--- config.mk ---
export PLATFORM = sky130hd
export DESIGN_NAME = risc8_instruction_execute
export DESIGN_NICKNAME = d
export VERILOG_FILES = /design/src/rtl/risc8_pkg.sv /design/src/rtl/risc8_instruction_execute.sv
export SDC_FILE = /design/constraint.sdc
export NUM_CORES = 2
export LEC_CHECK = 0
export BUFFER_PORTS_ARGS = -buffer_cell sky130_fd_sc_hd__buf_2
export CAP_MARGIN = 20
export CORE_UTILIZATION = 50
export DETAILED_ROUTE_END_ITERATION = 6
export PLACE_DENSITY = 0.68
export SYNTH_ARGS = -nofsm -noshare
export SYNTH_HDL_FRONTEND = slang
export SYNTH_SLANG_ARGS = --single-unit
export TNS_END_PERCENT = 100
--- constraint.sdc ---
create_clock -name clk -period 6.7 [get_ports clk]
set_input_delay 0.67 -clock clk [delete_from_list [all_inputs] [get_ports clk]]
set_output_delay 0.67 -clock clk [all_outputs]
set_load 0.03 [all_outputs]
--- src/rtl/risc8_pkg.sv ---
// Package: shared types, opcodes and defaults for the risc8 execute stage.
`timescale 1ns / 1ps

package risc8_pkg;

	localparam int REG_COUNT_DEF  = 64;
	localparam int DATA_DEPTH_DEF = 64;

	localparam logic [3:0] OP_ADD  = 4'h0;
	localparam logic [3:0] OP_SUB  = 4'h1;
	localparam logic [3:0] OP_MUL  = 4'h2;
	localparam logic [3:0] OP_MOVI = 4'h3;
	localparam logic [3:0] OP_BEQZ = 4'h4;
	localparam logic [3:0] OP_ANDI = 4'h5;
	localparam logic [3:0] OP_EOR  = 4'h6;
	localparam logic [3:0] OP_BR   = 4'h7;
	localparam logic [3:0] OP_SAL  = 4'h8;
	localparam logic [3:0] OP_SAR  = 4'h9;
	localparam logic [3:0] OP_LDR  = 4'hA;
	localparam logic [3:0] OP_STR  = 4'hB;

	typedef struct packed {
		logic [15:0] instr_word;
		logic [15:0] instr_pc;
	} instr_t;

	typedef struct packed {
		logic        reg_written;
		logic [5:0]  dest_reg;
		logic [7:0]  result_value;
		logic        carry_flag;
		logic        overflow_flag;
		logic        negative_flag;
		logic        sign_flag;
		logic        zero_flag;
		logic        branch_taken;
		logic [15:0] next_pc;
		logic        mem_written;
	} result_t;

	typedef struct packed {
		logic c;
		logic v;
		logic n;
		logic s;
		logic z;
	} flags_t;

endpackage

--- src/rtl/risc8_instruction_execute.sv ---
// Top level: execute stage of the 8-bit RISC machine with register file and data memory.
`timescale 1ns / 1ps
// Pipeline: the accepting edge loads the operand reads into the stage-1 register; when
// stage 1 moves on, it computes, writes back and loads the result register.
// Throughput: one instruction item per cycle, set by the register file and data memory
// ports with write-to-read bypass; back pressure when the result is not taken or while clearing.
// Reset: clears control, flags and register-file valid bits at once, then sweeps the data
// memory to zero, during which no instruction item is accepted.

module risc8_instruction_execute #(
	parameter int REG_COUNT  = risc8_pkg::REG_COUNT_DEF,
	parameter int DATA_DEPTH = risc8_pkg::DATA_DEPTH_DEF
) (
	input  logic                clk,
	input  logic                arst_n,
	input  logic                instr_valid,
	output logic                instr_ready,
	input  risc8_pkg::instr_t   instr,
	output logic                result_valid,
	input  logic                result_ready,
	output risc8_pkg::result_t  result
);

	// Index widths for the register file and the data memory.
	localparam int RW = (REG_COUNT > 1) ? $clog2(REG_COUNT) : 1;
	localparam int AW = $clog2(DATA_DEPTH);

	// Storage. The register file keeps one valid bit per entry so that reset
	// clears it at once; an entry that was never written reads as zero.
	logic [7:0]           rf_mem [REG_COUNT];
	logic [REG_COUNT-1:0] reg_vld_q;
	logic [7:0]           dmem [DATA_DEPTH];

	// Data-memory clearing pass after reset.
	logic                 clr_busy_q;
	logic [AW-1:0]        clr_cnt_q;

	// Stage 1: the accepted instruction and its registered operand reads.
	logic                 vld_s1;
	risc8_pkg::instr_t    instr_s1;
	logic [7:0]           rs_ram_s1;
	logic [7:0]           rt_ram_s1;
	logic                 rs_ok_s1;
	logic                 rt_ok_s1;
	logic                 rs_hit_s1;
	logic                 rt_hit_s1;
	logic [7:0]           reg_byp_s1;
	logic [7:0]           mem_ram_s1;
	logic                 mem_hit_s1;
	logic [7:0]           mem_byp_s1;

	// Result register and architectural flags.
	logic                 res_vld_q;
	risc8_pkg::result_t   res_q;
	risc8_pkg::flags_t    flags_q;

	// Handshake.
	logic                 accept;
	logic                 s1_adv;

	// Read side, driven from the incoming item.
	logic [5:0]           rd_rs;
	logic [5:0]           rd_rt;
	logic [AW-1:0]        rd_maddr;
	logic                 rd_rs_in;
	logic                 rd_rt_in;

	// Stage-1 compute.
	logic [3:0]           op;
	logic [5:0]           rs;
	logic [5:0]           low;
	logic [7:0]           imm;
	logic [7:0]           a_val;
	logic [7:0]           rt_val;
	logic [7:0]           b_val;
	logic [7:0]           mem_val;
	logic [7:0]           res;
	logic                 writes;
	logic                 taken;
	logic                 is_str;
	logic [15:0]          npc;
	logic [8:0]           sum9;
	logic [8:0]           diff9;
	logic [15:0]          prod;
	logic [2:0]           sar_sh;
	risc8_pkg::flags_t    flags_nxt;
	risc8_pkg::result_t   res_nxt;

	// Write back.
	logic                 rs_in_range;
	logic                 reg_we;
	logic [RW-1:0]        reg_widx;
	logic                 mem_we;
	logic [AW-1:0]        mem_waddr;
	logic [7:0]           mem_wdata;

	// Stage 1 moves into the result register whenever that register is free or
	// being emptied; a new item enters whenever stage 1 is free or moving on,
	// so items flow one per cycle while the output side keeps taking them.
	assign s1_adv      = vld_s1 && (!res_vld_q || result_ready);
	assign instr_ready = !clr_busy_q && (!vld_s1 || s1_adv);
	assign accept      = instr_valid && instr_ready;

	assign result_valid = res_vld_q;
	assign result       = res_q;

	// Operand addresses taken straight from the incoming item. Registers at or
	// beyond REG_COUNT read as zero.
	assign rd_rs    = instr.instr_word[11:6];
	assign rd_rt    = instr.instr_word[5:0];
	assign rd_maddr = AW'(instr.instr_word[5:0]);
	assign rd_rs_in = {1'b0, rd_rs} < 7'(REG_COUNT);
	assign rd_rt_in = {1'b0, rd_rt} < 7'(REG_COUNT);

	// Register file: one write port, two registered read ports.
	always_ff @(posedge clk) begin
		if (reg_we) begin
			rf_mem[reg_widx] <= res;
		end
		if (accept) begin
			rs_ram_s1 <= rf_mem[rd_rs[RW-1:0]];
			rt_ram_s1 <= rf_mem[rd_rt[RW-1:0]];
		end
	end

	always_ff @(posedge clk or negedge arst_n) begin
		if (!arst_n) begin
			reg_vld_q <= '0;
		end else if (reg_we) begin
			reg_vld_q[reg_widx] <= 1'b1;
		end
	end

	// Data memory: one write port shared by the clearing pass and STR, one
	// registered read port.
	always_ff @(posedge clk) begin
		if (mem_we) begin
			dmem[mem_waddr] <= mem_wdata;
		end
		if (accept) begin
			mem_ram_s1 <= dmem[rd_maddr];
		end
	end

	always_ff @(posedge clk or negedge arst_n) begin
		if (!arst_n) begin
			clr_busy_q <= 1'b1;
			clr_cnt_q  <= '0;
		end else if (clr_busy_q) begin
			clr_cnt_q <= clr_cnt_q + AW'(1);
			if (clr_cnt_q == AW'(DATA_DEPTH - 1)) begin
				clr_busy_q <= 1'b0;
			end
		end
	end

	// Stage-1 payload and the bypass selects. When the previous item writes
	// back at the same edge that this item reads, the read takes the new value
	// from the bypass instead of the stale array word.
	always_ff @(posedge clk) begin
		if (accept) begin
			instr_s1   <= instr;
			rs_ok_s1   <= rd_rs_in && reg_vld_q[rd_rs[RW-1:0]];
			rt_ok_s1   <= rd_rt_in && reg_vld_q[rd_rt[RW-1:0]];
			rs_hit_s1  <= reg_we && (rs == rd_rs);
			rt_hit_s1  <= reg_we && (rs == rd_rt);
			reg_byp_s1 <= res;
			mem_hit_s1 <= mem_we && (mem_waddr == rd_maddr);
			mem_byp_s1 <= mem_wdata;
		end
	end

	always_ff @(posedge clk or negedge arst_n) begin
		if (!arst_n) begin
			vld_s1 <= 1'b0;
		end else if (accept) begin
			vld_s1 <= 1'b1;
		end else if (s1_adv) begin
			vld_s1 <= 1'b0;
		end
	end

	// Decode and execute.
	always_comb begin
		op     = instr_s1.instr_word[15:12];
		rs     = instr_s1.instr_word[11:6];
		low    = instr_s1.instr_word[5:0];
		imm    = {2'b00, low};

		a_val   = rs_hit_s1 ? reg_byp_s1 : (rs_ok_s1 ? rs_ram_s1 : 8'h00);
		rt_val  = rt_hit_s1 ? reg_byp_s1 : (rt_ok_s1 ? rt_ram_s1 : 8'h00);
		mem_val = mem_hit_s1 ? mem_byp_s1 : mem_ram_s1;

		// Register-register forms take rt from the file, the rest take the
		// zero-extended immediate.
		if (op == risc8_pkg::OP_ADD || op == risc8_pkg::OP_SUB || op == risc8_pkg::OP_MUL ||
		    op == risc8_pkg::OP_EOR || op == risc8_pkg::OP_BR) begin
			b_val = rt_val;
		end else begin
			b_val = imm;
		end

		sum9   = {1'b0, a_val} + {1'b0, b_val};
		// Carry for SUB is bit 8 of the difference of the sign-extended operands.
		diff9  = {a_val[7], a_val} - {b_val[7], b_val};
		prod   = a_val * b_val;
		sar_sh = (b_val >= 8'd7) ? 3'd7 : b_val[2:0];

		res    = 8'h00;
		writes = 1'b1;
		taken  = 1'b0;
		is_str = 1'b0;
		npc    = instr_s1.instr_pc + 16'd1;

		unique case (op)
			risc8_pkg::OP_ADD:  res = sum9[7:0];
			risc8_pkg::OP_SUB:  res = diff9[7:0];
			risc8_pkg::OP_MUL:  res = prod[7:0];
			risc8_pkg::OP_MOVI: res = imm;
			risc8_pkg::OP_ANDI: res = a_val & b_val;
			risc8_pkg::OP_EOR:  res = a_val ^ b_val;
			risc8_pkg::OP_SAL:  res = (b_val >= 8'd8) ? 8'h00 : (a_val << b_val[2:0]);
			risc8_pkg::OP_SAR:  res = 8'($signed(a_val) >>> sar_sh);
			risc8_pkg::OP_LDR:  res = mem_val;
			risc8_pkg::OP_STR: begin
				writes = 1'b0;
				is_str = 1'b1;
			end
			risc8_pkg::OP_BEQZ: begin
				writes = 1'b0;
				if (a_val == 8'h00) begin
					taken = 1'b1;
					npc   = instr_s1.instr_pc + 16'd1 + 16'(imm);
				end
			end
			risc8_pkg::OP_BR: begin
				writes = 1'b0;
				taken  = 1'b1;
				npc    = {a_val, b_val};
			end
			default: writes = 1'b0;
		endcase

		// Every register-writing operation rebuilds the flags from scratch;
		// only ADD and SUB produce carry, overflow and sign.
		flags_nxt = flags_q;
		if (writes) begin
			flags_nxt   = '0;
			flags_nxt.z = (res == 8'h00);
			flags_nxt.n = res[7];
			if (op == risc8_pkg::OP_ADD) begin
				flags_nxt.c = sum9[8];
				flags_nxt.v = ((a_val[7] ^ res[7]) & (b_val[7] ^ res[7]));
				flags_nxt.s = flags_nxt.n ^ flags_nxt.v;
			end else if (op == risc8_pkg::OP_SUB) begin
				flags_nxt.c = diff9[8];
				flags_nxt.v = ((a_val[7] ^ b_val[7]) & (a_val[7] ^ res[7]));
				flags_nxt.s = flags_nxt.n ^ flags_nxt.v;
			end
		end

		rs_in_range = {1'b0, rs} < 7'(REG_COUNT);

		res_nxt               = '0;
		res_nxt.reg_written   = writes && (rs != 6'd0) && rs_in_range;
		res_nxt.dest_reg      = rs;
		res_nxt.result_value  = writes ? res : 8'h00;
		res_nxt.carry_flag    = flags_nxt.c;
		res_nxt.overflow_flag = flags_nxt.v;
		res_nxt.negative_flag = flags_nxt.n;
		res_nxt.sign_flag     = flags_nxt.s;
		res_nxt.zero_flag     = flags_nxt.z;
		res_nxt.branch_taken  = taken;
		res_nxt.next_pc       = npc;
		// With the default DATA_DEPTH of 64, every immediate address is in range.
		res_nxt.mem_written   = is_str;
	end

	// Write back happens at the edge where stage 1 moves into the result register.
	assign reg_we    = s1_adv && res_nxt.reg_written;
	assign reg_widx  = rs[RW-1:0];
	assign mem_we    = clr_busy_q || (s1_adv && is_str);
	assign mem_waddr = clr_busy_q ? clr_cnt_q : AW'(low);
	assign mem_wdata = clr_busy_q ? 8'h00 : a_val;

	always_ff @(posedge clk or negedge arst_n) begin
		if (!arst_n) begin
			flags_q   <= '0;
			res_vld_q <= 1'b0;
		end else begin
			if (s1_adv) begin
				flags_q   <= flags_nxt;
				res_vld_q <= 1'b1;
			end else if (result_ready) begin
				res_vld_q <= 1'b0;
			end
		end
	end

	always_ff @(posedge clk) begin
		if (s1_adv) begin
			res_q <= res_nxt;
		end
	end

`ifndef SYNTHESIS
	a_no_accept_in_clear: assert property (@(posedge clk) disable iff (!arst_n)
		clr_busy_q |-> !instr_ready)
		else $error("instruction accepted during data memory clearing pass");

	a_stall_holds_s1: assert property (@(posedge clk) disable iff (!arst_n)
		(vld_s1 && !s1_adv) |=> (vld_s1 && $stable(instr_s1)))
		else $error("stalled stage-1 item lost or changed");

	a_r0_never_written: assert property (@(posedge clk) disable iff (!arst_n)
		(result_valid && result.reg_written) |-> (result.dest_reg != 6'd0))
		else $error("write reported for register zero");

	a_branch_no_write: assert property (@(posedge clk) disable iff (!arst_n)
		(result_valid && result.branch_taken) |->
		(!result.reg_written && !result.mem_written && result.result_value == 8'h00))
		else $error("taken branch also wrote state");

	a_store_no_reg: assert property (@(posedge clk) disable iff (!arst_n)
		(result_valid && result.mem_written) |-> !result.reg_written)
		else $error("store also wrote a register");
`endif

endmodule

==> out/summary.txt <==
Skew final: 0.05592 ns
Global route overflow: 0
Core Rows: 121
Die height: 333.5 um
Synth top cells by count: edfxtp_1 (1,139), mux4_2 (547), nor2_1 (203)
Synth warn: 0
Achievable Freq: 154.9 MHz
Count leader, synth: edfxtp_1
Reg-to-Reg Start: instr_s1[30]
Io pins: 76
Period utilization: 96.37%
Crit path DAT: 6.90 ns
Crit path top cell by count: inv_1
Worst min-delay path category: in2reg
Worst-Margin Slew: 1.131 ns
Max Slew Vio Count: 0
Sequential share of the synthesized area: 65.79%
Final Hold Viols: 0
DR vias: 30.19k
Num CTS Buffers: 120
Die area: 111,200 sq um
Share of cells above drive strength 1: 31.97%
Crit path largest cell delay: 0.50 ns
Worst setup path class: reg2reg
IO buf count: 75
Ys async rst share: 6.409%
Die width: 333.5 um
Final worst setup slack: 0.2432 ns
Tmin final: 6.457 ns
Placed cells: 4,325
Detailed Route Iter0 Violations: 3,587
Dpl hpwl: 97.30 mm
Reg2reg path depth: 24
Initial Util: 50.48%
Status: finished clean
Place WS: 0.03047 ns
Initial antenna violation count: 6
Crit end category: flop
Worst-path maximum fanout: 65
First-pass GRT wire length: 218.8 mm
Synthesis-to-finish area growth: 12.51%
Main synth FF type: edfxtp_1
Setup TNS: 0 ns
Clk buf depth: 3
Crit-path cells: and3b_1, nor3_4, mux2i_1, inv_1, ha_1, inv_1, fa_1, inv_1, ha_1, inv_1, fa_1, fa_1, inv_1, ha_1, nor2_1, a21oi_1, xnor2_1, xnor2_1, xnor3_1, xnor3_1, or2_1, and3_2, clkinvlp_4, clkbuf_8
# clock sinks: 1,217
Hold Crit Start: instr[3]
Count of final setup violators: 0
Hold EP: instr_s1[3]
CP max-delay cell: fa_1
Pin count of the biggest net entering global routing: 105
Max-capacitance violation count: 0
Post-CTS Setup Repair Bufs: 0
GP Congestion: 0.9442
RR Endpoint: rf_mem[44][7]
Wire per inst: 33.07 um
Hold depth: 1
Area of the multi-input gates: 18,050 sq um
Worst-Skew Late Latency: 0.75 ns
Fillers: 7,992
Core area: 108,900 sq um
Yosys top cell area share: 62.24%
Register area: 36,160 sq um
First-pass detailed-route iteration total: 7
DRC violations left: 0
Final WL: 150.8 mm
Post-synth EDFFs: 1,139
Htree depth: 3
RSZ-0062 raised after global routing: false
Mapped Avg Cell Area: 19.18 sq um
Distinct cell type count after synthesis: 73
P per Cell Area: 288.4 nW/um^2
Critical Path RT: 7.15 ns
TritonCTS clock tree: yes
Gr usage total: 27.52%
Crit start category: flop
Antenna viol nets, final: 0
Buf/Inv on CP: 7
Layout net count: 3,128
Yosys top cell by area: edfxtp_1
Mapped Cells: 2,865
R2r setup slk: 0.24 ns
Rel. slew slack: 24.31%
Vias in the first global route: 30.85k
Mapped Area: 54,950 sq um
Final cell count without fillers: 4,559
Seq cells post-synth: 1,217
Clock transition at path regs: 0.06 ns
Worst vdd ir: 0.3147 mV
Synth area leaders: edfxtp_1 (62%), mux4_2 (22%), dfrtp_1 (3.5%)
Top cell family by delay on the critical path: adder cells
Root buf cell: clkbuf_16
Vias/cell: 6.622
LEAKAGE: 20.54 nW
-- power by group --
| group | internal [mW] | switching [mW] | leakage [nW] | total (mW) |
|---|---|---|---|---|
| Combinational | 0.788 | 1.36 | 7.08 | 2.15 |
| Sequential | 8.73 | 0.109 | 11.5 | 8.84 |
| Clock | 3.89 | 2.95 | 1.93 | 6.84 |
-- layer usage --
metal | vias up | GRT usage (%) | share of wire, %
met5 | - | 0 | 0.017
met4 | 4 | 8.981 | 3.2
met3 | 265 | 4.390 | 8.4
met2 | 1548 | 44.07 | 49
met1 | 16116 | 38.96 | 40
li1 | 12257 | - | -
-- final cells by class --
class                   count  share of cell area, %
diodes                      1               0.004047
clock buffers             161                  5.387
clock inverters            69                  1.137
inverters                  68                 0.4189
multi-input cells        1422                  29.19
flip-flops and latches   1217                  58.48
well taps                1414                  2.861
repair buffers            207                  2.521
-- per-stage QoR --
stage | hold WS (ns) | area [sq um] | util [%] | total power [mW]
after floorplan | 0.3744 | 54990 | - | 10.31
after global placement | 0.3837 | 57640 | 52.95 | 11.08
after detailed placement | 0.3992 | 57750 | 53.05 | 11.14
after CTS | 0.07165 | 61800 | 56.77 | 17.91
after global routing | 0.09432 | 61830 | 56.80 | 18.33
final | 0.1161 | 61830 | 56.80 | 17.83
-- cells by family (layout without fill, tap and decap cells) --
group           count (synthesis)  in the layout  share of synthesized area, %
flops                        1217           1217                         65.79
fa+ha+maj                      56             56                         1.480
buf+inv                       233            505                         1.603
mux                           569            569                         22.83
other cells                     1              9                      0.006824
compound gates                225            225                         2.857
xor+xnor                       63             63                         1.079
simple gates                  501            501                         4.344
-- worst max-delay path by stage --
stage | depth (start not counted) | startpoint | slack, ns | end
final | 24 | instr_s1[30] | 0.24 | rf_mem[44][7]
after global routing | 24 | instr_s1[30] | 0.04 | rf_mem[44][7]
after CTS | 22 | rt_hit_s1 | 0.09 | rf_mem[44][7]
after detailed placement | 22 | instr_s1[30] | 0.03 | rf_mem[60][7]
after global placement | 22 | rt_hit_s1 | 0.19 | rf_mem[36][7]
after floorplan | 24 | instr_s1[29] | 0.008 | reg_byp_s1[7]
-- placed cells by master, fill, tap and decap left out, types with 13 or more instances in the layout --
master / Yosys / final
clkinv_1: 0 / 24
o21ai_0: 45 / 45
a22oi_1: 14 / 14
mux2i_1: 15 / 14
ha_1: 41 / 41
clkbuf_16: 0 / 123
nand2_1: 98 / 98
o221ai_1: 14 / 14
or2_2: 35 / 35
fa_1: 15 / 15
xnor2_1: 38 / 38
clkinv_2: 0 / 14
nor2b_1: 21 / 21
or2_1: 32 / 32
a21oi_1: 32 / 32
nor2_1: 203 / 195
o211ai_1: 16 / 16
nand4_1: 13 / 13
edfxtp_1: 1139 / 1139
inv_1: 61 / 60
buf_4: 0 / 116
mux4_2: 547 / 547
nand3_1: 26 / 24
buf_2: 5 / 67
nor3_1: 13 / 13
clkbuf_1: 112 / 27
dfrtp_1: 77 / 77
xor2_1: 22 / 22
-- registers in the layout, indices dropped and copies added, names as in the netlist, 5 cells and up --
| register | flops |
|---|---|
| reg_vld_q | 64 |
| flags_q | 5 |
| clr_cnt_q | 6 |
| imm | 6 |
| mem_ram_s1 | 8 |
| rf_mem | 512 |
| rs_ram_s1 | 8 |
| result | 38 |
| reg_byp_s1 | 8 |
| dmem | 512 |
| instr_s1 | 26 |
| mem_byp_s1 | 8 |
| rt_ram_s1 | 8 |
-- timing repair --
item	4_1_cts	5_1_grt
cloned	0	0
hold buffers	1	0
gates resized for setup	1	4
setup endpoints to repair	65	65
hold endpoints to repair	29	0
Power figures use the tool's default switching activity.
